==> config.mk <==
export PLATFORM = sky130hd
export DESIGN_NAME = bcvt_corner_seq
export DESIGN_NICKNAME = d
export VERILOG_FILES = /design/src/rtl/core/billboard_cull_and_view_transform_core_macros.svh /design/src/rtl/core/bcvt_pkg.sv /design/src/rtl/core/bcvt_corner_seq.sv
export SDC_FILE = /design/constraint.sdc
export NUM_CORES = 1
export LEC_CHECK = 0
export ABC_AREA = 0
export BUFFER_PORTS_ARGS = -buffer_cell sky130_fd_sc_hd__buf_2
export CORE_MARGIN = 2
export CORE_UTILIZATION = 40
export DETAILED_ROUTE_END_ITERATION = 8
export RECOVER_POWER = 100
export SYNTH_ARGS = -nofsm -noshare
export SYNTH_HDL_FRONTEND = slang
export SYNTH_SLANG_ARGS = --single-unit
export TNS_END_PERCENT = 10
==> constraint.sdc <==
create_clock -name clock -period 3.74 [get_ports clock]
set_input_delay 0.374 -clock clock [delete_from_list [all_inputs] [get_ports clock]]
set_output_delay 0.374 -clock clock [all_outputs]
set_load 0.02 [all_outputs]
==> src/rtl/core/billboard_cull_and_view_transform_core_macros.svh <==
// Assertion macros shared by the billboard cull and view transform RTL.
`ifndef BILLBOARD_CULL_AND_VIEW_TRANSFORM_CORE_MACROS_SVH
`define BILLBOARD_CULL_AND_VIEW_TRANSFORM_CORE_MACROS_SVH

// Same-cycle implication, switched off while reset is high.
`define BCVT_ASSERT_IMP(lbl, clk, rst, ante, cons, msg) \
   lbl: assert property (@(posedge clk) disable iff (rst) (ante) |-> (cons)) else $error(msg);

// Next-cycle implication, also checked across reset.
`define BCVT_ASSERT_NXT(lbl, clk, ante, cons, msg) \
   lbl: assert property (@(posedge clk) (ante) |=> (cons)) else $error(msg);

`endif

==> src/rtl/core/bcvt_pkg.sv <==
// Shared constants, register codes and stage payload types for the billboard core.
`default_nettype none
package bcvt_pkg;

   localparam int COORD_FRAC_BITS = 8;
   localparam int ROT_FRAC_BITS   = 14;
   localparam int COORD_W         = 24;
   localparam int SCALE_W         = 12;
   localparam int SLOT_W          = 8;
   localparam int ROT_W           = 16;
   localparam int ROW_W           = 3 * ROT_W;
   localparam int HW_W            = 23;
   localparam int OUT_W           = 29;
   localparam int REL_W           = COORD_W + 2;
   localparam int DELTA_W         = REL_W + 1;
   localparam int PROD_W          = ROT_W + DELTA_W;
   localparam int SUM_W           = PROD_W + 2;
   localparam int HALF_NUM        = 922;
   localparam int HALF_NUM_W      = 10;
   localparam int HALF_SHIFT      = 10;
   localparam int REQ_DATA_W      = 96;
   localparam int RSP_DATA_W      = 104;
   localparam int RSP_PAD_W       = RSP_DATA_W - 3 * OUT_W - 2 - SLOT_W;
   localparam int CSR_IDX_W       = 3;
   localparam int CSR_DATA_W      = ROW_W;

   localparam logic [ROW_W-1:0] ROT_P_RESET = ROW_W'(1) << ROT_FRAC_BITS;
   localparam logic [ROW_W-1:0] ROT_Q_RESET = ROW_W'(1) << (ROT_FRAC_BITS + ROT_W);
   localparam logic [ROW_W-1:0] ROT_R_RESET = ROW_W'(1) << (ROT_FRAC_BITS + 2 * ROT_W);
   localparam logic [HW_W-1:0]  CULL_RESET  = HW_W'(1000 << COORD_FRAC_BITS);

   typedef enum logic [CSR_IDX_W-1:0] {
      CSR_ROT_P,
      CSR_ROT_Q,
      CSR_ROT_R,
      CSR_CAM_X,
      CSR_CAM_Y,
      CSR_CAM_Z,
      CSR_TRUNK,
      CSR_CULL_HW
   } csr_index_type;

   typedef struct packed {
      logic [ROW_W-1:0]          rot_p;
      logic [ROW_W-1:0]          rot_q;
      logic [ROW_W-1:0]          rot_r;
      logic signed [COORD_W-1:0] cam_x;
      logic signed [COORD_W-1:0] cam_y;
      logic signed [COORD_W-1:0] cam_z;
      logic signed [COORD_W-1:0] trunk;
      logic [HW_W-1:0]           cull_hw;
   } cfg_type;

   // One kept object, already made relative to the camera.
   typedef struct packed {
      logic signed [REL_W-1:0] rel_x;
      logic signed [REL_W-1:0] rel_y;
      logic signed [REL_W-1:0] rel_z;
      logic [SCALE_W-1:0]      half;
      logic [SCALE_W:0]        height;
      logic [SLOT_W-1:0]       slot;
   } obj_type;

   typedef struct packed {
      logic              tex_u;
      logic              tex_v;
      logic              quad_sel;
      logic              corner_last;
      logic [SLOT_W-1:0] slot;
   } tag_type;

   typedef struct packed {
      logic signed [DELTA_W-1:0] dx;
      logic signed [DELTA_W-1:0] dy;
      logic signed [DELTA_W-1:0] dz;
      tag_type                   tag;
   } corner_type;

   typedef struct packed {
      logic signed [OUT_W-1:0] view_x;
      logic signed [OUT_W-1:0] view_y;
      logic signed [OUT_W-1:0] view_z;
      tag_type                 tag;
   } vertex_type;

   function automatic logic signed [ROT_W-1:0] row_entry(input logic [ROW_W-1:0] row,
                                                         input int k);
      row_entry = signed'(row[k*ROT_W +: ROT_W]);
   endfunction

endpackage
`default_nettype wire

==> src/rtl/core/bcvt_corner_seq.sv <==
// Corner sequencer: issues the eight corner deltas of one object, one per cycle while out_ready allows.
`default_nettype none
module bcvt_corner_seq (
   input  wire logic                 clock,
   input  wire logic                 reset,
   input  wire logic                 in_valid,
   output logic                      in_ready,
   input  wire bcvt_pkg::obj_type    in_obj,
   output logic                      out_valid,
   input  wire logic                 out_ready,
   output bcvt_pkg::corner_type      out_corner
);
   import bcvt_pkg::*;

   logic                      hold_valid_ff;
   obj_type                   obj_ff;
   logic [2:0]                count_ff;
   logic                      cv_ff;
   corner_type                corner_ff, corner_in;
   logic                      advance, finish;
   logic [1:0]                cidx;
   logic                      minus, top;
   logic signed [DELTA_W-1:0] half_s, off, rx, ry, rz, height_s;

   assign advance  = hold_valid_ff && (!cv_ff || out_ready);
   assign finish   = advance && (&count_ff);
   assign in_ready = !hold_valid_ff || finish;

   always_comb begin
      cidx     = count_ff[1:0];
      // Corner order in a quad: top-minus, top-plus, bottom-plus, bottom-minus.
      minus    = (cidx[0] == cidx[1]);
      top      = !cidx[1];
      half_s   = DELTA_W'(obj_ff.half);
      height_s = DELTA_W'(obj_ff.height);
      off      = minus ? -half_s : half_s;
      rx       = DELTA_W'(obj_ff.rel_x);
      ry       = DELTA_W'(obj_ff.rel_y);
      rz       = DELTA_W'(obj_ff.rel_z);
      corner_in.dx = count_ff[2] ? rx : rx + off;
      corner_in.dy = count_ff[2] ? ry + off : ry;
      corner_in.dz = top ? rz + height_s : rz;
      corner_in.tag.tex_u       = cidx[0] ^ cidx[1];
      corner_in.tag.tex_v       = cidx[1];
      corner_in.tag.quad_sel    = count_ff[2];
      corner_in.tag.corner_last = &count_ff;
      corner_in.tag.slot        = obj_ff.slot;
   end

   always_ff @(posedge clock) begin
      if (reset) begin
         hold_valid_ff <= 1'b0;
         count_ff      <= '0;
         cv_ff         <= 1'b0;
      end else begin
         if (in_ready) begin
            hold_valid_ff <= in_valid;
         end
         if (advance) begin
            count_ff <= count_ff + 3'd1;
         end
         if (!cv_ff || out_ready) begin
            cv_ff <= hold_valid_ff;
         end
      end
   end

   always_ff @(posedge clock) begin
      if (in_ready && in_valid) begin
         obj_ff <= in_obj;
      end
      if (advance) begin
         corner_ff <= corner_in;
      end
   end

   assign out_valid  = cv_ff;
   assign out_corner = corner_ff;

endmodule
`default_nettype wire

* Word level (Yosys, flattened, before mapping)
Cells that the tools add are included.
Operators by class: reduce and logical (&&, ||, !) cells 8, muxes and demuxes 4, $add $sub $neg 5, bitwise gates (word level) 1, eq/ne operators 1
Operator list (number):
- 2-to-1 mux 27 bit | 4
- adder 26 x 27 -> 27 bit | 2
- adder 26 x 14 -> 27 bit | 1
- negation 12 -> 27 bit | 1
- adder 3 x 1 -> 3 bit, second input constant | 1
- logical AND 1 bit | 3
- AND reduction 3 bit | 1
- logical NOT 1 bit | 2
- logical OR 1 bit | 2
- == test 1 bit | 1
- XOR 1 bit | 1
Storage, ports and cells: word-level logic and storage cells 36, output and inout bits 95, register bits 209, bits of input ports 115

* Depth between registers and ports, before layout
depth after elaboration 6, depth in mapped cells 17, mapped depth without buffers 17

* Worst setup path after synthesis
OpenSTA, ideal clock, no wires.
path type register -> register, start register count_ff[0], end register obj_ff, in the netlist corner_in[0] (enable), stages on the path, launching flop included 6, arrival time 3.468 ns, path buffers 0, data required time 3.257 ns, path slack -0.211 ns, period minus slack after synthesis 3.951 ns, library setup time 0.483 ns, path through dfxtp_1 ha_1 ha_1 nand2_1 nand2_1 and2_1
RTL lines:
- from (decl) | RTL line bcvt_corner_seq.sv:17 | logic [2:0] count_ff;
- from (signal assigned) | RTL line bcvt_corner_seq.sv:60 | count_ff <= count_ff + 3'd1;
- to (signal assigned) | RTL line bcvt_corner_seq.sv:70 | obj_ff <= in_obj;
- to (decl) | RTL line bcvt_corner_seq.sv:16 | obj_type obj_ff;

==> qor.yml <==
layout:
  nets: 1364
  layout_common_cells: "edfxtp_1, clkbuf_1, buf_2"
  design_area_sq_um: 13900
  multi_input_area_sq_um: 4380
  final_common_cell: "edfxtp_1"
  num-fill-cells: 2345
  ff_latch_area_sq_um: 6230
  final_layout_size_suffix_gt1_share_pct: 24.5
  area_delta_synth_final_pct: 31.6
setup_path:
  reg2reg_depth: 17
  cp_data_required_time_ns: 4.02
  rrSetupSlack_ns: -0.05
  arrival_ns: 4.07
  r2r_end: "out_corner[65]"
  crit_type: "reg -> reg"
  reg2reg_from: "half_s[4]"
  end_kind: "flop"
  worstSetupStartpointType: "flop"
  crit_fanout: 3
clock_tree:
  clock_sink_count: 209
  clk_pin_slew_worst_paths_ns: 0.06
  cts_tree: "yes"
  cts_max_level: 1
  cts_buffers: 24
  clk_latency_ns: 0.53
  clockBufferDepth: 3
  clockRootBuffer: "clkbuf_16"
floorplanning:
  die_w_microns: 167
  core_area_sq_um: 26000
  num_rows: 59
  die_h_microns: 167
  ios: 210
  die-area_sq_um: 27800
  start_util_pct: 40.7
placement:
  preCtsSetupSlack_ns: -0.0791
  portBuffers: 209
  dp_hpwl_microns: 17900
  gp_congestion: 0.854
  placed_area_sq_um: 12600
routing:
  ant_nets: 0
  wirelength_microns: 24700
  viasPerCell: 4.98
  first_pass_iters: 4
  wl_per_cell_microns: 16.1
  vias: 7642
  drt_iter0_markers: 369
  drc: 0
yosys:
  synth_ff_type: "edfxtp_1"
  ys_async_sr_fraction_pct: 0
  synth_edf_count: 204
  syn-cell-area_sq_um: 10600
  syn_nets: 1019
  syn_inst: 835
  ys_ff_latch: 209
  ys_seq_area_share_pct: 58.8
  avgSynthCellArea_sq_um: 12.7
  yosys_warnings: 0
  yosysUniqueCellTypes: 64
timing:
  max_freq_mhz: 264
  finalWorstSetupSlack_ns: -0.0540
  slew_viol_final: 47
  min_period_ns: 3.79
  setup_violations: 1
  report.final.hold_viol_count: 0
  rsz0062_at_grt: "true"
  fin_crit_sh_pct: 101
  skew_ns: 0.00760
  relSlewSlack_pct: -46.4
  worstMarginPinSlew_ns: 2.18
global_routing:
  track_usage_pct: 17.2
  grt_max_degree: 74
  antenna_found_initial: 3
  grt_pass1_vias: 7519
  overflow: 0
  grt_pass1_wl_microns: 38700
flow_run:
  maxCapViolations: 1
power:
  peakVddDrop_uv: 704
  p_leak_nw: 5.25
  power_density_nw_per_um2: 535
status:
  violations: "capacitance limit, slew limit, setup timing"
  outcome: "complete, but fails checks"
hold_path:
  hold_depth: 1
  holdCritPathClass: "in -> reg"
  min_to: "obj_ff[46]"
  hold_start: "in_obj[46]"
power breakdown:
group,internal [mW],switching (mW),leakage [nW],total (mW)
clock network,1.59,0.937,0.412,2.53
logic,0.915,1.09,2.86,2.01
registers,2.84,0.0836,1.98,2.92
total,5.34,2.11,5.25,7.46
metal layers:
metal	track usage, %	vias up	wire (microns)
met5	0	-	27
met2	31.0	180	12300
met4	4.65	4	673
li1	-	3870	-
met1	20.5	3555	10400
met3	4.25	33	1320
synth_stat cells (all sizes together), types with 21 or more instances:
library cell | number | area share, %
mux2 | 27 | 2.9
a21oi | 52 | 2.5
edfxtp | 204 | 58
nand2 | 78 | 2.8
nor3 | 24 | 1.2
xor2 | 28 | 2.3
inv | 22 | 0.78
o21ai | 60 | 2.8
nor2 | 44 | 1.6
ha | 66 | 7.8
a21o | 21 | 1.5
xnor2 | 52 | 4.3
worst max-delay path by stage:
stage                            from              to  slack, ns  cells after the start
after global placement    count_ff[0]  out_corner[65]      -0.05                     15
after detailed placement  count_ff[0]  out_corner[65]      -0.08                     15
final                       half_s[4]  out_corner[65]      -0.05                     17
after global routing        half_s[4]  out_corner[65]      -0.23                     17
after CTS                   half_s[5]  out_corner[64]      -0.04                     15
after floorplan             half_s[3]  out_corner[65]      -0.20                     14
area by class of cell:
class	count	share of cell area, %
Antenna cell	1	0.0180
Timing Repair Buffer	335	14.0
Clock buffer	28	4.42
Sequential cell	209	44.7
Clock inverter	16	1.71
Tap cell	335	3.01
Inverter	23	0.629
Multi-Input combinational cell	587	31.4
worst max-delay path, stage by stage (launching register included):
cell,delay [ns]
edfxtp_1,0.41
buf_6,0.15
nor4_4,0.29
and2_4,0.20
a21oi_1,0.07
xnor2_1,0.21
buf_4,0.16
ha_4,0.19
a21oi_2,0.13
nor2_1,0.05
a211o_1,0.24
a211oi_2,0.20
a31oi_2,0.15
a221o_1,0.38
o41ai_2,0.31
xnor2_1,0.15
nand2_1,0.08
xnor2_1,0.16
kinds of logic after synthesis:
kind of cell               count (synthesis)  synth area share, %
muxes                                     27                 2.87
DFF                                      209                 58.8
and+or+nand+nor                          208                 9.43
xor gates and xnor gates                  80                 6.62
AOI/OAI and AO/OA                        202                 12.3
buffers and inverters                     39                 1.47
adders and majority gates                 70                 8.47
registers in the layout, summed over array words and instances, names as in the netlist:
name,flops
corner_in,8
count_ff,3
hold_valid_ff,1
half_s,12
out_corner,93
out_valid,1
height_s,13
obj_ff,78
stage by stage:
stage          cells  utilization, %  TNS [ns]  hold WS, ns  total power [mW]
2_1_floorplan    835               -    -0.812        0.400              4.23
3_3_place_gp    1438            48.4    -0.118        0.400              4.86
3_5_place_dp    1438            48.4    -0.260        0.405              4.88
4_1_cts         1528            53.6   -0.0728     0.000112              7.51
5_1_grt         1533            53.6     -3.87     0.000101              7.85
6_report        1534            53.6   -0.0540       0.0201              7.46
timing repair:
item,in CTS,in global routing
setup endpoints to repair,8,17
pin swaps,11,25
endpoints found under the hold margin,41,0
hold buffers,41,0
buffers inserted,5,5
gates resized for setup,11,33
No activity file was read; power rests on OpenSTA's default activity.
