## src/rtl/core/billboard_cull_and_view_transform_core_macros.svh

```systemverilog
// Assertion macros shared by the billboard cull and view transform RTL.
`ifndef BILLBOARD_CULL_AND_VIEW_TRANSFORM_CORE_MACROS_SVH
`define BILLBOARD_CULL_AND_VIEW_TRANSFORM_CORE_MACROS_SVH

// Same-cycle implication, switched off while reset is high.
`define BCVT_ASSERT_IMP(lbl, clk, rst, ante, cons, msg) \
   lbl: assert property (@(posedge clk) disable iff (rst) (ante) |-> (cons)) else $error(msg);

// Next-cycle implication, also checked across reset.
`define BCVT_ASSERT_NXT(lbl, clk, ante, cons, msg) \
   lbl: assert property (@(posedge clk) (ante) |=> (cons)) else $error(msg);

`endif

```

## src/rtl/core/bcvt_pkg.sv

```systemverilog
// Shared constants, register codes and stage payload types for the billboard core.
`default_nettype none
package bcvt_pkg;

   localparam int COORD_FRAC_BITS = 8;
   localparam int ROT_FRAC_BITS   = 14;
   localparam int COORD_W         = 24;
   localparam int SCALE_W         = 12;
   localparam int SLOT_W          = 8;
   localparam int ROT_W           = 16;
   localparam int ROW_W           = 3 * ROT_W;
   localparam int HW_W            = 23;
   localparam int OUT_W           = 29;
   localparam int REL_W           = COORD_W + 2;
   localparam int DELTA_W         = REL_W + 1;
   localparam int PROD_W          = ROT_W + DELTA_W;
   localparam int SUM_W           = PROD_W + 2;
   localparam int HALF_NUM        = 922;
   localparam int HALF_NUM_W      = 10;
   localparam int HALF_SHIFT      = 10;
   localparam int REQ_DATA_W      = 96;
   localparam int RSP_DATA_W      = 104;
   localparam int RSP_PAD_W       = RSP_DATA_W - 3 * OUT_W - 2 - SLOT_W;
   localparam int CSR_IDX_W       = 3;
   localparam int CSR_DATA_W      = ROW_W;

   localparam logic [ROW_W-1:0] ROT_P_RESET = ROW_W'(1) << ROT_FRAC_BITS;
   localparam logic [ROW_W-1:0] ROT_Q_RESET = ROW_W'(1) << (ROT_FRAC_BITS + ROT_W);
   localparam logic [ROW_W-1:0] ROT_R_RESET = ROW_W'(1) << (ROT_FRAC_BITS + 2 * ROT_W);
   localparam logic [HW_W-1:0]  CULL_RESET  = HW_W'(1000 << COORD_FRAC_BITS);

   typedef enum logic [CSR_IDX_W-1:0] {
      CSR_ROT_P,
      CSR_ROT_Q,
      CSR_ROT_R,
      CSR_CAM_X,
      CSR_CAM_Y,
      CSR_CAM_Z,
      CSR_TRUNK,
      CSR_CULL_HW
   } csr_index_type;

   typedef struct packed {
      logic [ROW_W-1:0]          rot_p;
      logic [ROW_W-1:0]          rot_q;
      logic [ROW_W-1:0]          rot_r;
      logic signed [COORD_W-1:0] cam_x;
      logic signed [COORD_W-1:0] cam_y;
      logic signed [COORD_W-1:0] cam_z;
      logic signed [COORD_W-1:0] trunk;
      logic [HW_W-1:0]           cull_hw;
   } cfg_type;

   // One kept object, already made relative to the camera.
   typedef struct packed {
      logic signed [REL_W-1:0] rel_x;
      logic signed [REL_W-1:0] rel_y;
      logic signed [REL_W-1:0] rel_z;
      logic [SCALE_W-1:0]      half;
      logic [SCALE_W:0]        height;
      logic [SLOT_W-1:0]       slot;
   } obj_type;

   typedef struct packed {
      logic              tex_u;
      logic              tex_v;
      logic              quad_sel;
      logic              corner_last;
      logic [SLOT_W-1:0] slot;
   } tag_type;

   typedef struct packed {
      logic signed [DELTA_W-1:0] dx;
      logic signed [DELTA_W-1:0] dy;
      logic signed [DELTA_W-1:0] dz;
      tag_type                   tag;
   } corner_type;

   typedef struct packed {
      logic signed [OUT_W-1:0] view_x;
      logic signed [OUT_W-1:0] view_y;
      logic signed [OUT_W-1:0] view_z;
      tag_type                 tag;
   } vertex_type;

   function automatic logic signed [ROT_W-1:0] row_entry(input logic [ROW_W-1:0] row,
                                                         input int k);
      row_entry = signed'(row[k*ROT_W +: ROT_W]);
   endfunction

endpackage
`default_nettype wire

```

## src/rtl/core/bcvt_front.sv

```systemverilog
// Front stage: cull test, camera-relative position and quad size of each object.
`default_nettype none
module bcvt_front (
   input  wire logic                            clock,
   input  wire logic                            reset,
   input  wire bcvt_pkg::cfg_type               cfg,
   input  wire logic                            in_valid,
   output logic                                 in_ready,
   input  wire logic [bcvt_pkg::REQ_DATA_W-1:0] in_data,
   output logic                                 out_valid,
   input  wire logic                            out_ready,
   output bcvt_pkg::obj_type                    out_obj
);
   import bcvt_pkg::*;

   logic signed [COORD_W-1:0]           obj_x;
   logic signed [COORD_W-1:0]           obj_y;
   logic signed [COORD_W-1:0]           obj_z;
   logic [SCALE_W-1:0]                  obj_scale;
   logic [SLOT_W-1:0]                   tex_index;
   logic signed [REL_W-1:0]             hw_s;
   logic [SCALE_W+HALF_NUM_W-1:0]       half_prod;
   logic                                keep;
   logic                                valid_ff, valid_in;
   obj_type                             obj_ff, obj_in;

   assign obj_x     = signed'(in_data[COORD_W-1:0]);
   assign obj_y     = signed'(in_data[2*COORD_W-1:COORD_W]);
   assign obj_z     = signed'(in_data[3*COORD_W-1:2*COORD_W]);
   assign obj_scale = in_data[3*COORD_W +: SCALE_W];
   assign tex_index = in_data[3*COORD_W+SCALE_W +: SLOT_W];

   always_comb begin
      hw_s         = REL_W'(cfg.cull_hw);
      obj_in.rel_x = REL_W'(obj_x) - REL_W'(cfg.cam_x);
      obj_in.rel_y = REL_W'(obj_y) - REL_W'(cfg.cam_y);
      obj_in.rel_z = REL_W'(obj_z) - REL_W'(cfg.trunk) - REL_W'(cfg.cam_z);
      half_prod    = (SCALE_W+HALF_NUM_W)'(obj_scale) * (SCALE_W+HALF_NUM_W)'(HALF_NUM);
      obj_in.half  = half_prod[HALF_SHIFT +: SCALE_W];
      obj_in.height = {obj_scale, 1'b0};
      obj_in.slot  = tex_index;
      // Strict square window: an object exactly on the edge is dropped.
      keep = (obj_in.rel_x < hw_s) && (obj_in.rel_x > -hw_s) &&
             (obj_in.rel_y < hw_s) && (obj_in.rel_y > -hw_s);
      valid_in = in_valid && keep;
   end

   assign in_ready  = !valid_ff || out_ready;
   assign out_valid = valid_ff;
   assign out_obj   = obj_ff;

   always_ff @(posedge clock) begin
      if (reset) begin
         valid_ff <= 1'b0;
      end else if (in_ready) begin
         valid_ff <= valid_in;
      end
   end

   always_ff @(posedge clock) begin
      if (in_ready && valid_in) begin
         obj_ff <= obj_in;
      end
   end

endmodule
`default_nettype wire

```

## config.mk

```make
export PLATFORM = sky130hd
export DESIGN_NAME = bcvt_front
export DESIGN_NICKNAME = d
export VERILOG_FILES = /design/src/rtl/core/billboard_cull_and_view_transform_core_macros.svh /design/src/rtl/core/bcvt_pkg.sv /design/src/rtl/core/bcvt_front.sv
export SDC_FILE = /design/constraint.sdc
export NUM_CORES = 1
export LEC_CHECK = 0
export BUFFER_PORTS_ARGS = -buffer_cell sky130_fd_sc_hd__buf_4
export CORE_ASPECT_RATIO = 1.25
export CORE_MARGIN = 10
export CORE_UTILIZATION = 40
export CTS_BUF_LIST = sky130_fd_sc_hd__clkbuf_16
export CTS_CLUSTER_DIAMETER = 60
export DETAILED_ROUTE_END_ITERATION = 10
export HOLD_SLACK_MARGIN = 0.1
export PLACE_DENSITY = 0.8
export SYNTH_ARGS = -nofsm -noshare
export SYNTH_HDL_FRONTEND = slang
export SYNTH_SLANG_ARGS = --single-unit
```

## constraint.sdc

```tcl
create_clock -name clock -period 7.6 [get_ports clock]
set_input_delay 0.38 -clock clock [delete_from_list [all_inputs] [get_ports clock]]
set_output_delay 0.38 -clock clock [all_outputs]
set_load 0.01 [all_outputs]
```

**After elaboration in Yosys (flattened, before gate mapping)**

Index checks and enable logic that the tools add are counted.

- Register bits after elaboration: 109
- Input port bits: 363
- Output and inout bits: 113
- Word-level logic and storage cells: 24

- $add $sub $neg: 5
- $mul: 1
- Order comparisons: 4
- Reductions and logical operators: 7

Operators with widths:

| cell | count |
|---|---|
| $sub 24x24->25 | 3 |
| $gt 25x26->1 | 2 |
| $lt 25x24->1 | 2 |
| $neg 23->26 | 1 |
| $sub 25x24->26 | 1 |
| $mul 12x9->21 const B | 1 |
| $logic_and 1x1->1 | 5 |
| $logic_not 1->1 | 1 |
| $logic_or 1x1->1 | 1 |

**Logic depth before layout (Yosys ltp)**

Gate-level depths: netlist of the first run.

- Word-level depth: 7
- Depth in mapped cells: 22
- Gate-level depth less buffers: 22

**Least setup slack after synthesis of the first run**

No wires, ideal clock.

- Path type: in2reg
- Start: input port in_data[24] (netlist bit)
- End: register obj_ff, in the netlist out_obj[0], enable pin
- Setup time: 0.480 ns
- Data arrival time: 6.489 ns
- Required time: 7.120 ns
- Setup slack: 0.631 ns
- Stages on the path: 20
- Buffers on the path: 0
- Cells stage by stage: inv_1 > ha_1 > inv_1 > fa_1 > a21o_1 > nand4_1 > and3_1 > o211ai_1 > a41oi_1 > o31a_1 > o21bai_1 > a21oi_1 > xnor2_1 > ha_1 > a2111oi_0 > o21ai_0 > a22oi_1 > or3b_2 > a41oi_2 > and3_1

RTL lines:

| what | line | RTL |
|---|---|---|
| start, declared | bcvt_front.sv:9 | `input wire logic [bcvt_pkg::REQ_DATA_W-1:0] in_data,` |
| end signal, assigned | bcvt_front.sv:62 | `obj_ff <= obj_in;` |
| end, declared | bcvt_front.sv:25 | `obj_type obj_ff, obj_in;` |

==> results_dict.tcl, run 1 <==
set metrics [dict create \
    status "finished clean" \
    cp-start-kind "input port" \
    tns_ns 0 \
    grt_pass1_wl_um 56800 \
    final-max-slew-violation-count 0 \
    clkSlewWorstSetupHoldPaths_ns 0.08 \
    leakage_nw 7.45 \
    seq_area_frac_synth 0.268 \
    grt_max_degree 75 \
    rows 71 \
    slew_headroom 0.597 \
    hpwlAfterDp_um 31300 \
    cp_cell_sequence "buf_4, inv_1, ha_1, inv_1, fa_1, a21o_1, nand4_1, and3_1, o211ai_1, a41oi_1, o31a_1, o21bai_1, a21oi_1, xnor2_1, ha_1, a2111oi_0, o21ai_0, a22oi_1, or3b_2, a41oi_2, and3_4, buf_12" \
    hp-class "input port to register" \
    io_pins 476 \
    fin_skew_ns 0.00531 \
    rr_startpoint "out_valid" \
    die_y_um 215 \
    cts_tree "yes" \
    finalInstanceArea_um2 15400 \
    cp-end-kind "register" \
    coreArea_um2 30000 \
    crit_start "in_data[24]" \
    period_share 0.736 \
    synth.ff_latch_count 109 \
    worstPathArrival_ns 5.61 \
    gp_congestion 0.936 \
    placed_cell_area_um2 15100 \
    grt_remaining_overflow 0 \
    max_clock_freq_mhz 179 \
    grt_usage 0.187 \
    synthXorXnorAreaFrac 0.0647 \
    fin_crit_ns 5.59 \
    crit_path_top_delay_cell "and3_4" \
    dr_total_vias 10400 \
    synthArstFlopShare 0 \
    min-delay-start "in_data[86]" \
    path_max_fanout 74 \
    criticalPathCategory "input port to register" \
    synth_top_family_by_area "adder cells" \
    synth_top_area_share 0.266 \
    postRouteWirelength_um 36100 \
    start_util 0.405 \
    netlist_top_cells_area "edfxtp_1 27%, ha_1 24%, fa_1 9.9%, inv_1 5.7%, xnor2_1 5.1%" \
    die_x_um 176 \
    most-common-layout-cells "326 x buf_4, 229 x ha_1, 185 x inv_1, 108 x edfxtp_1, 84 x a21oi_1" \
    cts.sinks 109 \
    cts_resized 0 \
    final_hold_viol_count 0 \
    port_buffers 326 \
    area.growth.synth_to_final_pct 26.7 \
    required_ns 7.62 \
    drive_above_1_share 0.230 \
    synth_ff_type "edfxtp_1" \
    setup_viol 0 \
    via_per_inst 5.25 \
    yosys_warnings 0 \
    rsz0062_at_grt "false" \
    worst_pin_slew_ns 0.600 \
    cp_num_buf_inv 4 \
    numCtsBuffers 9 \
    yosysTopAreaCell "edfxtp_1" \
    post_synth_fa_ha_maj_area_fraction 0.334 \
    yosysUniqueCellTypes 74 \
    clock_path_buffers 2 \
    postCtsHoldBufs 0 \
    synthSimpleGateAreaFrac 0.110 \
    die_area_um2 37900 \
    synth_edf_count 108 \
    drv_cap 0 \
    grt_pass1_vias 11000 \
    final_nets 2229 \
    clock_latency_ns 0.36 \
    slowest_delay_ns 0.55 \
    synthCells 1246 \
    route.detailed.drc 0 \
    irDropWorstVdd_mv 0.103 \
    antenna_found_initial 8 \
    syn_area_um2 12200 \
    drtIter0Drc 566 \
    cts_setup_buffers 0 \
    p_per_area_nw_per_um2 186 \
    syn_nets 1898 \
    muxShareOfSynthArea 0.000925 \
    dr.pass1.iters 7 \
    final_common_cell "buf_4" \
    clk_root_buffer_cell "clkbuf_16" \
    htree_levels 3 \
    num-fill-cells 2704 \
    synth_compound_area_frac 0.162 \
    syn_avg_cell_area_um2 9.77 \
    wl_per_cell_um 18.1 \
    antenna_left 0 \
    cp_top_family "compound AO/OA/AOI/OAI gates" \
]
where the power goes:
group	switching [mW]	leakage (nW)	internal (mW)
clock network	0.265	0.146	0.236
registers	0.0163	0.991	0.788
logic	0.866	6.31	0.703
total	1.15	7.45	1.73
synthesized netlist by cell type (all sizes together) (5+ instances only):
master / n
ha: 229
a21oi: 85
nor3: 28
nand4: 17
nor2b: 12
a2111oi: 6
o31ai: 10
edfxtp: 108
xor2: 17
and3: 7
o21a: 18
a21o: 43
o21ai: 51
a211oi: 9
nand2b: 12
o21bai: 17
nand2: 57
nand3: 22
and2: 7
a21boi: 7
nor2: 75
inv: 185
fa: 60
or3: 6
xnor2: 72
nor4: 9
o211ai: 11
or2: 5
a31oi: 9
path summary, 6_finish.rpt:
| path | end | slack, ns | cells past startpoint |
|---|---|---|---|
| worst max-delay path | out_obj[99] | 2.01 | 22 |
| worst min-delay path | out_obj[2] | 0.19 | 1 |
| worst max register to register | out_obj[99] | 5.65 | 3 |
| worst min register to register | out_valid | 0.67 | 2 |
cell families after synthesis:
logic type / count (synthesis)
AO/OA/AOI/OAI: 299
XOR/XNOR: 89
adder cells (fa/ha/maj): 289
buffers and inverters: 192
flip-flops: 109
multiplexers: 1
other: 1
AND/OR/NAND/NOR: 266
worst reg2reg max path: cells and delay by family, from the launching register on:
kind,cells,cell delay (ns)
simple gates,2,0.75
flops,1,0.36
buf+inv,1,0.41
metal layers:
layer  part of all wire  vias up  GRT usage  wire [µm]
li1                   -     5117          -          -
met1               0.41     4930      0.217      14700
met2               0.49      337      0.317      17700
met3              0.080       59     0.0595       2880
met4              0.021        4     0.0606        772
met5            0.00075        -          0         27
sequential cells by signal, summed over array words and instances (netlist names):
signal	cells
out_obj	108
out_valid	1
through the flow:
| stage | utilization | std cells | setup WS (ns) | power, mW | hold WS, ns |
|---|---|---|---|---|---|
| finish | 0.514 | 1989 | 2.01 | 2.87 | 0.186 |
| global route | 0.514 | 1989 | 1.45 | 3.12 | 0.162 |
| floorplan | - | 1246 | 0.631 | 1.89 | 0.479 |
| detailed placement | 0.503 | 1967 | 1.61 | 2.37 | 0.560 |
| global placement | 0.503 | 1967 | 1.69 | 2.30 | 0.560 |
| CTS | 0.513 | 1983 | 1.98 | 2.89 | 0.173 |
final cells by class:
cell class                 count  area (µm²)  area share
sequential                   109        3260       0.212
antenna                        6        15.0    0.000973
inverter                     185         694      0.0450
multi-input combinational    945        8180       0.530
clock inverter                 7        80.1     0.00519
tap                          401         502      0.0325
timing repair buffer         327        2470       0.160
clock buffer                   9         225      0.0146
No activity file was read; power rests on OpenSTA's default activity.
==> inputs of run 2 (changes only) <==
--- a/config.mk
+++ b/config.mk
@@ -13,7 +13,7 @@
 export CTS_CLUSTER_DIAMETER = 60
 export DETAILED_ROUTE_END_ITERATION = 10
 export HOLD_SLACK_MARGIN = 0.1
-export PLACE_DENSITY = 0.8
+export PLACE_DENSITY = 0.82
 export SYNTH_ARGS = -nofsm -noshare
 export SYNTH_HDL_FRONTEND = slang
 export SYNTH_SLANG_ARGS = --single-unit
==> constraint.sdc (replaced) <==
create_clock -name clock -period 4.87 [get_ports clock]
set_input_delay 0.2435 -clock clock [delete_from_list [all_inputs] [get_ports clock]]
set_output_delay 0.2435 -clock clock [all_outputs]
set_load 0.01 [all_outputs]
==> run 2 against run 1 <==
- setup slack got worse by 1.7 ns
- sequential power increased by 57%
- design area increased by 2.2%
- critical path depth decreased by 4
- core utilization increased by 1.1 points
- count of clock-buffer cells in the layout unchanged
- highest routed layer unchanged
==> results_dict.tcl, run 2 (synthesis results as in run 1) <==
set metrics [dict create \
    whs_ns 0.131 \
    status "finished clean" \
    final_hold_viol_count 0 \
    final_common_cell "buf_4" \
    drv_cap 0 \
    internal_power_mw 2.84 \
    gp_congestion 0.893 \
    htree_levels 3 \
    dr_total_vias 10500 \
    hpwlAfterDp_um 32000 \
    max_clock_freq_mhz 219 \
    p_sw_mw 1.75 \
    rr_startpoint "out_valid" \
    period_share 0.937 \
    grt_pass1_vias 11000 \
    rsz0062_at_grt "false" \
    final-max-slew-violation-count 0 \
    crit_start "in_data[72]" \
    worst_pin_slew_ns 0.533 \
    p_per_area_nw_per_um2 291 \
    die_y_um 215 \
    min-delay-start "in_data[72]" \
    p_comb_frac 0.549 \
    crit_top_cell "fa_1" \
    numCtsBuffers 9 \
    wl_per_cell_um 18.1 \
    dp_slack_ns -0.0433 \
    start_util 0.405 \
    worstPathArrival_ns 4.77 \
    whs_path_depth 1 \
    grt_remaining_overflow 0 \
    via_per_inst 5.22 \
    cts_tree "yes" \
    path_max_fanout 6 \
    grt_max_degree 38 \
    final_nets 2262 \
    crit_path_top_delay_cell "fa_1" \
    drive_above_1_share 0.240 \
    cp_cell_sequence "buf_4, fa_1, inv_1, fa_1, fa_1, inv_1, fa_1, ha_1, a21o_1, a21o_1, a32o_1, o211a_1, nor3_1, nor4b_1, buf_4, o21ai_1, a21oi_1, a31oi_1" \
    grt_usage 0.189 \
    drtIter0Drc 595 \
    port_buffers 326 \
    irDropWorstVdd_mv 0.174 \
    largest_reg_flops 108 \
    io_pins 476 \
    die_area_um2 37900 \
    clock_path_buffers 2 \
    antenna_left 0 \
    route.detailed.drc 0 \
    cp-start-kind "input port" \
    worst_slack_ns 0.308 \
    slowest_delay_ns 0.55 \
    hp-class "input port to register" \
    antenna_found_initial 7 \
    swShare 0.381 \
    coreArea_um2 30000 \
    slew_headroom 0.636 \
    fin_crit_ns 4.56 \
    placed_cell_area_um2 15300 \
    rows 71 \
    area.growth.synth_to_final_pct 29.5 \
    die_x_um 176 \
    clk_root_buffer_cell "clkbuf_16" \
    dr.pass1.iters 5 \
    tns_ns 0 \
    p_clk_frac 0.177 \
    finalInstanceArea_um2 15800 \
    most-common-layout-cells "347 x buf_4, 229 x ha_1, 186 x inv_1, 108 x edfxtp_1, 84 x a21oi_1" \
    grt_pass1_wl_um 57400 \
    ff2ff_path_depth 3 \
    criticalPathCategory "input port to register" \
    setup_viol 0 \
    leakage_nw 7.63 \
    dpl.cell_count 1991 \
    clock_latency_ns 0.36 \
    holdPathEnd "out_obj[9]" \
    seqPwrFrac 0.274 \
    cp-end-kind "register" \
    postRouteWirelength_um 36600 \
    stdcell_count 2022 \
    required_ns 5.07 \
    r2r-end "out_obj[21]" \
    fin_skew_ns 0.0130 \
    clkSlewWorstSetupHoldPaths_ns 0.08 \
    cts.sinks 109 \
    rrSetupSlack_ns 3.32 \
    cts_setup_buffers 0 \
]
run 2: changes by cell type in the layout (fill, tap and decap cells not counted), sizes merged:
cell         change
inv              -1
clkinvlp         -1
dlygate4sd3      +9
buf             +24
bufinv           +2
run 2: power groups by stage:
stage | sequential, mW | clock (mW) | combinational (mW)
after floorplan | 1.32 | 0 | 1.62
after global placement | 1.28 | 0 | 2.39
after detailed placement | 1.28 | 0 | 2.49
after CTS | 1.26 | 0.838 | 2.52
after global routing | 1.26 | 0.870 | 2.84
final | 1.26 | 0.814 | 2.52
run 2: worst max-delay path by stage:
stage / cells past startpoint / slack (ns) / to
2_1_floorplan: 20 / 0.07 / out_obj[0]
3_3_place_gp: 22 / 0.04 / out_obj[21]
3_5_place_dp: 22 / -0.04 / out_obj[21]
4_1_cts: 22 / 0.33 / out_obj[21]
5_1_grt: 22 / 0.01 / out_obj[22]
6_report: 18 / 0.31 / out_obj[32]
run 2: area by class of cell:
cell class | instances | area (µm²)
diodes | 6 | 15.0
clock inverters | 7 | 96.3
multi-input cells | 945 | 8200
clock buffers | 9 | 225
well taps | 401 | 502
flip-flops and latches | 109 | 3260
inverters | 185 | 694
repair buffers | 360 | 2780
fillers | 2730 | 14300
run 2: repair_timing:
action / 4_1_cts / 5_1_grt
gates resized for setup: 0 / 1
hold endpoints to repair: 9 / 0
hold buffers: 9 / 0
setup endpoints to repair: 0 / 76
run 2: stage by stage:
stage / util / power, mW
6_report: 0.525 / 4.59
5_1_grt: 0.525 / 4.97
4_1_cts: 0.524 / 4.61
3_5_place_dp: 0.511 / 3.77
3_3_place_gp: 0.511 / 3.66
2_1_floorplan: - / 2.94
run 2: worst max-delay path: cells and delay by family:
kind                       cells  cell delay (ns)
AOI/OAI and AO/OA              7             1.36
adders and majority gates      5             2.42
buffers and inverters          4             0.41
and+or+nand+nor                2             0.35
run 2: layer usage:
metal / track usage / wire [µm] / vias to the layer above
met2: 0.321 / 17800 / 367
met1: 0.221 / 14600 / 4930
met4: 0.0651 / 934 / 2
li1: - / - / 5186
met5: 0 / 11 / -
met3: 0.0575 / 3190 / 62
==> inputs of run 3 (changes only) <==
--- a/config.mk
+++ b/config.mk
@@ -6,6 +6,7 @@
 export NUM_CORES = 1
 export LEC_CHECK = 0
 export BUFFER_PORTS_ARGS = -buffer_cell sky130_fd_sc_hd__buf_4
+export CAP_MARGIN = 20
 export CORE_ASPECT_RATIO = 1.25
 export CORE_MARGIN = 10
 export CORE_UTILIZATION = 40
@@ -13,7 +14,8 @@
 export CTS_CLUSTER_DIAMETER = 60
 export DETAILED_ROUTE_END_ITERATION = 10
 export HOLD_SLACK_MARGIN = 0.1
-export PLACE_DENSITY = 0.82
+export PLACE_DENSITY = 0.8
+export REMOVE_ABC_BUFFERS = 1
 export SYNTH_ARGS = -nofsm -noshare
 export SYNTH_HDL_FRONTEND = slang
 export SYNTH_SLANG_ARGS = --single-unit
==> constraint.sdc (replaced) <==
create_clock -name clock -period 4.8 [get_ports clock]
set_input_delay 0.24 -clock clock [delete_from_list [all_inputs] [get_ports clock]]
set_output_delay 0.24 -clock clock [all_outputs]
set_load 0.01 [all_outputs]
==> run 3 against run 2 <==
- count of clock-buffer cells in the layout did not move
- total power grew 0.99%
- via count is 0.96% higher
- combinational power is 4% higher
- first-iteration DRC count shrank 1.3%
- clock skew down 0.0066 ns
- sequential share of layout area is 0.28 points lower
- setup slack worse by 0.10 ns
- register-to-register slack gained 0.03 ns
- sequential power hardly changed
- cell count rose by 0.89%
- largest cell class unchanged
- largest power group unchanged
- highest routed layer unchanged
==> results_dict.tcl, run 3 (synthesis results as in run 1) <==
set metrics [dict create \
    port_buffers 326 \
    htree_levels 3 \
    most-common-layout-cells "362 x buf_4, 229 x ha_1, 185 x inv_1, 108 x edfxtp_1, 83 x a21oi_1" \
    clock_latency_ns 0.35 \
    path_max_fanout 17 \
    required_ns 4.86 \
    drtIter0Drc 587 \
    cp-end-kind "register" \
    cts_tree "yes" \
    coreArea_um2 30000 \
    fin_crit_ns 4.59 \
    worstPathArrival_ns 4.66 \
    cp_cell_sequence "buf_4, ha_1, inv_1, fa_1, a21o_1, nand4_1, and3_1, o211ai_1, a41oi_2, o31a_1, o21bai_1, a21oi_1, xnor2_1, ha_1, a2111oi_2, o21ai_1, a22oi_2, or3b_2, a41oi_2, and3_4, buf_12, clkbuf_16" \
    tns_ns 0 \
    hpwlAfterDp_um 31500 \
    grt_max_degree 40 \
    final-max-slew-violation-count 0 \
    slowest_delay_ns 0.47 \
    area.growth.synth_to_final_pct 31.3 \
    cp_top_family "compound AO/OA/AOI/OAI gates" \
    dr.pass1.iters 5 \
    route.detailed.drc 0 \
    final_nets 2283 \
    worst_pin_slew_ns 0.527 \
    clkSlewWorstSetupHoldPaths_ns 0.08 \
    irDropWorstVdd_mv 0.165 \
    largest_reg_flops 108 \
    p_per_area_nw_per_um2 290 \
    cts.sinks 109 \
    gp_congestion 0.924 \
    final_common_cell "buf_4" \
    setup_viol 0 \
    criticalPathCategory "input port to register" \
    dr_total_vias 10600 \
    slew_headroom 0.640 \
    wl_per_cell_um 18.0 \
    grt_pass1_vias 11000 \
    postRouteWirelength_um 36700 \
    final_hold_viol_count 0 \
    cp_num_buf_inv 4 \
    grt_remaining_overflow 0 \
    leakage_nw 7.74 \
    antenna_left 0 \
    via_per_inst 5.22 \
    final_core_util 0.532 \
    die_x_um 176 \
    grt_usage 0.186 \
    start_util 0.405 \
    clk_root_buffer_cell "clkbuf_16" \
    grt_pass1_wl_um 56600 \
    rows 71 \
    fin_skew_ns 0.00645 \
    hp-class "input port to register" \
    antenna_found_initial 4 \
    numCtsBuffers 9 \
    die_area_um2 37900 \
    period_share 0.957 \
    clock_path_buffers 2 \
    cp-start-kind "input port" \
    io_pins 476 \
    drive_above_1_share 0.254 \
    max_clock_freq_mhz 218 \
    crit_path_top_delay_cell "or3b_2" \
    status "finished clean" \
    drv_cap 0 \
    die_y_um 215 \
]
## run 3: cell count changes in the layout (fill, tap and decap cells not counted), sizes merged
| cell | delta |
|---|---|
| buf | +18 |
| bufinv | -2 |
| clkbuf | +3 |
| clkinv | +1 |
| clkinvlp | +1 |
| diode | -3 |
## run 3: routing by layer
layer  up-vias  global-route usage  wire, µm
li1       5235                   -         -
met1      5045               0.213     14700
met2       330               0.330     18500
met3        36              0.0546      2790
met4         2              0.0484       699
met5         -                   0        13
## run 3: worst register-to-register path: cells and delay by family (launching register included)
family,cells,cell delay [ns]
buffers and inverters,2,0.34
AND/OR/NAND/NOR,2,0.47
flip-flops,1,0.36
## run 3: power breakdown
part / switching [mW] / total [mW] / internal (mW)
Sequential: 0.0337 / 1.28 / 1.25
Combinational: 1.39 / 2.62 / 1.23
Clock: 0.371 / 0.732 / 0.361
## run 3: final cells by class
cell class                 instances  area, µm²
clock buffer                       9        225
sequential                       109       3260
multi-input combinational        945       8230
timing repair buffer             381       3000
fill                            2683      14000
tap                              401        502
clock inverter                     7       60.1
antenna                            3       7.51
inverter                         185        694
## run 3: worst paths after layout
path                                   from           end  slack [ns]  cells after the start
worst max-delay path                cfg[71]  out_obj[107]        0.21                     22
worst min-delay path            in_data[72]    out_obj[9]        0.13                      1
worst min register to register    out_valid     out_valid        0.72                      2
worst max register to register    out_valid  out_obj[107]        3.35                      4
## run 3: timing repair
action	in CTS	in global routing
gates resized for setup	0	17
hold endpoints to repair	9	0
hold buffers	9	0
buffers inserted	0	2
endpoints found under the setup margin	0	108
## run 3: through the flow
step | total power, mW | area, µm² | instances | hold slack, ns | setup slack, ns
after floorplan | 2.98 | 12100 | 1239 | 0.339 | -2.03
after global placement | 3.75 | 15400 | 2006 | 0.420 | -0.153
after detailed placement | 3.85 | 15400 | 2006 | 0.420 | -0.256
after CTS | 4.61 | 15800 | 2031 | 0.120 | 0.120
after global routing | 5.04 | 16000 | 2039 | 0.125 | -0.0443
final | 4.63 | 16000 | 2040 | 0.132 | 0.206
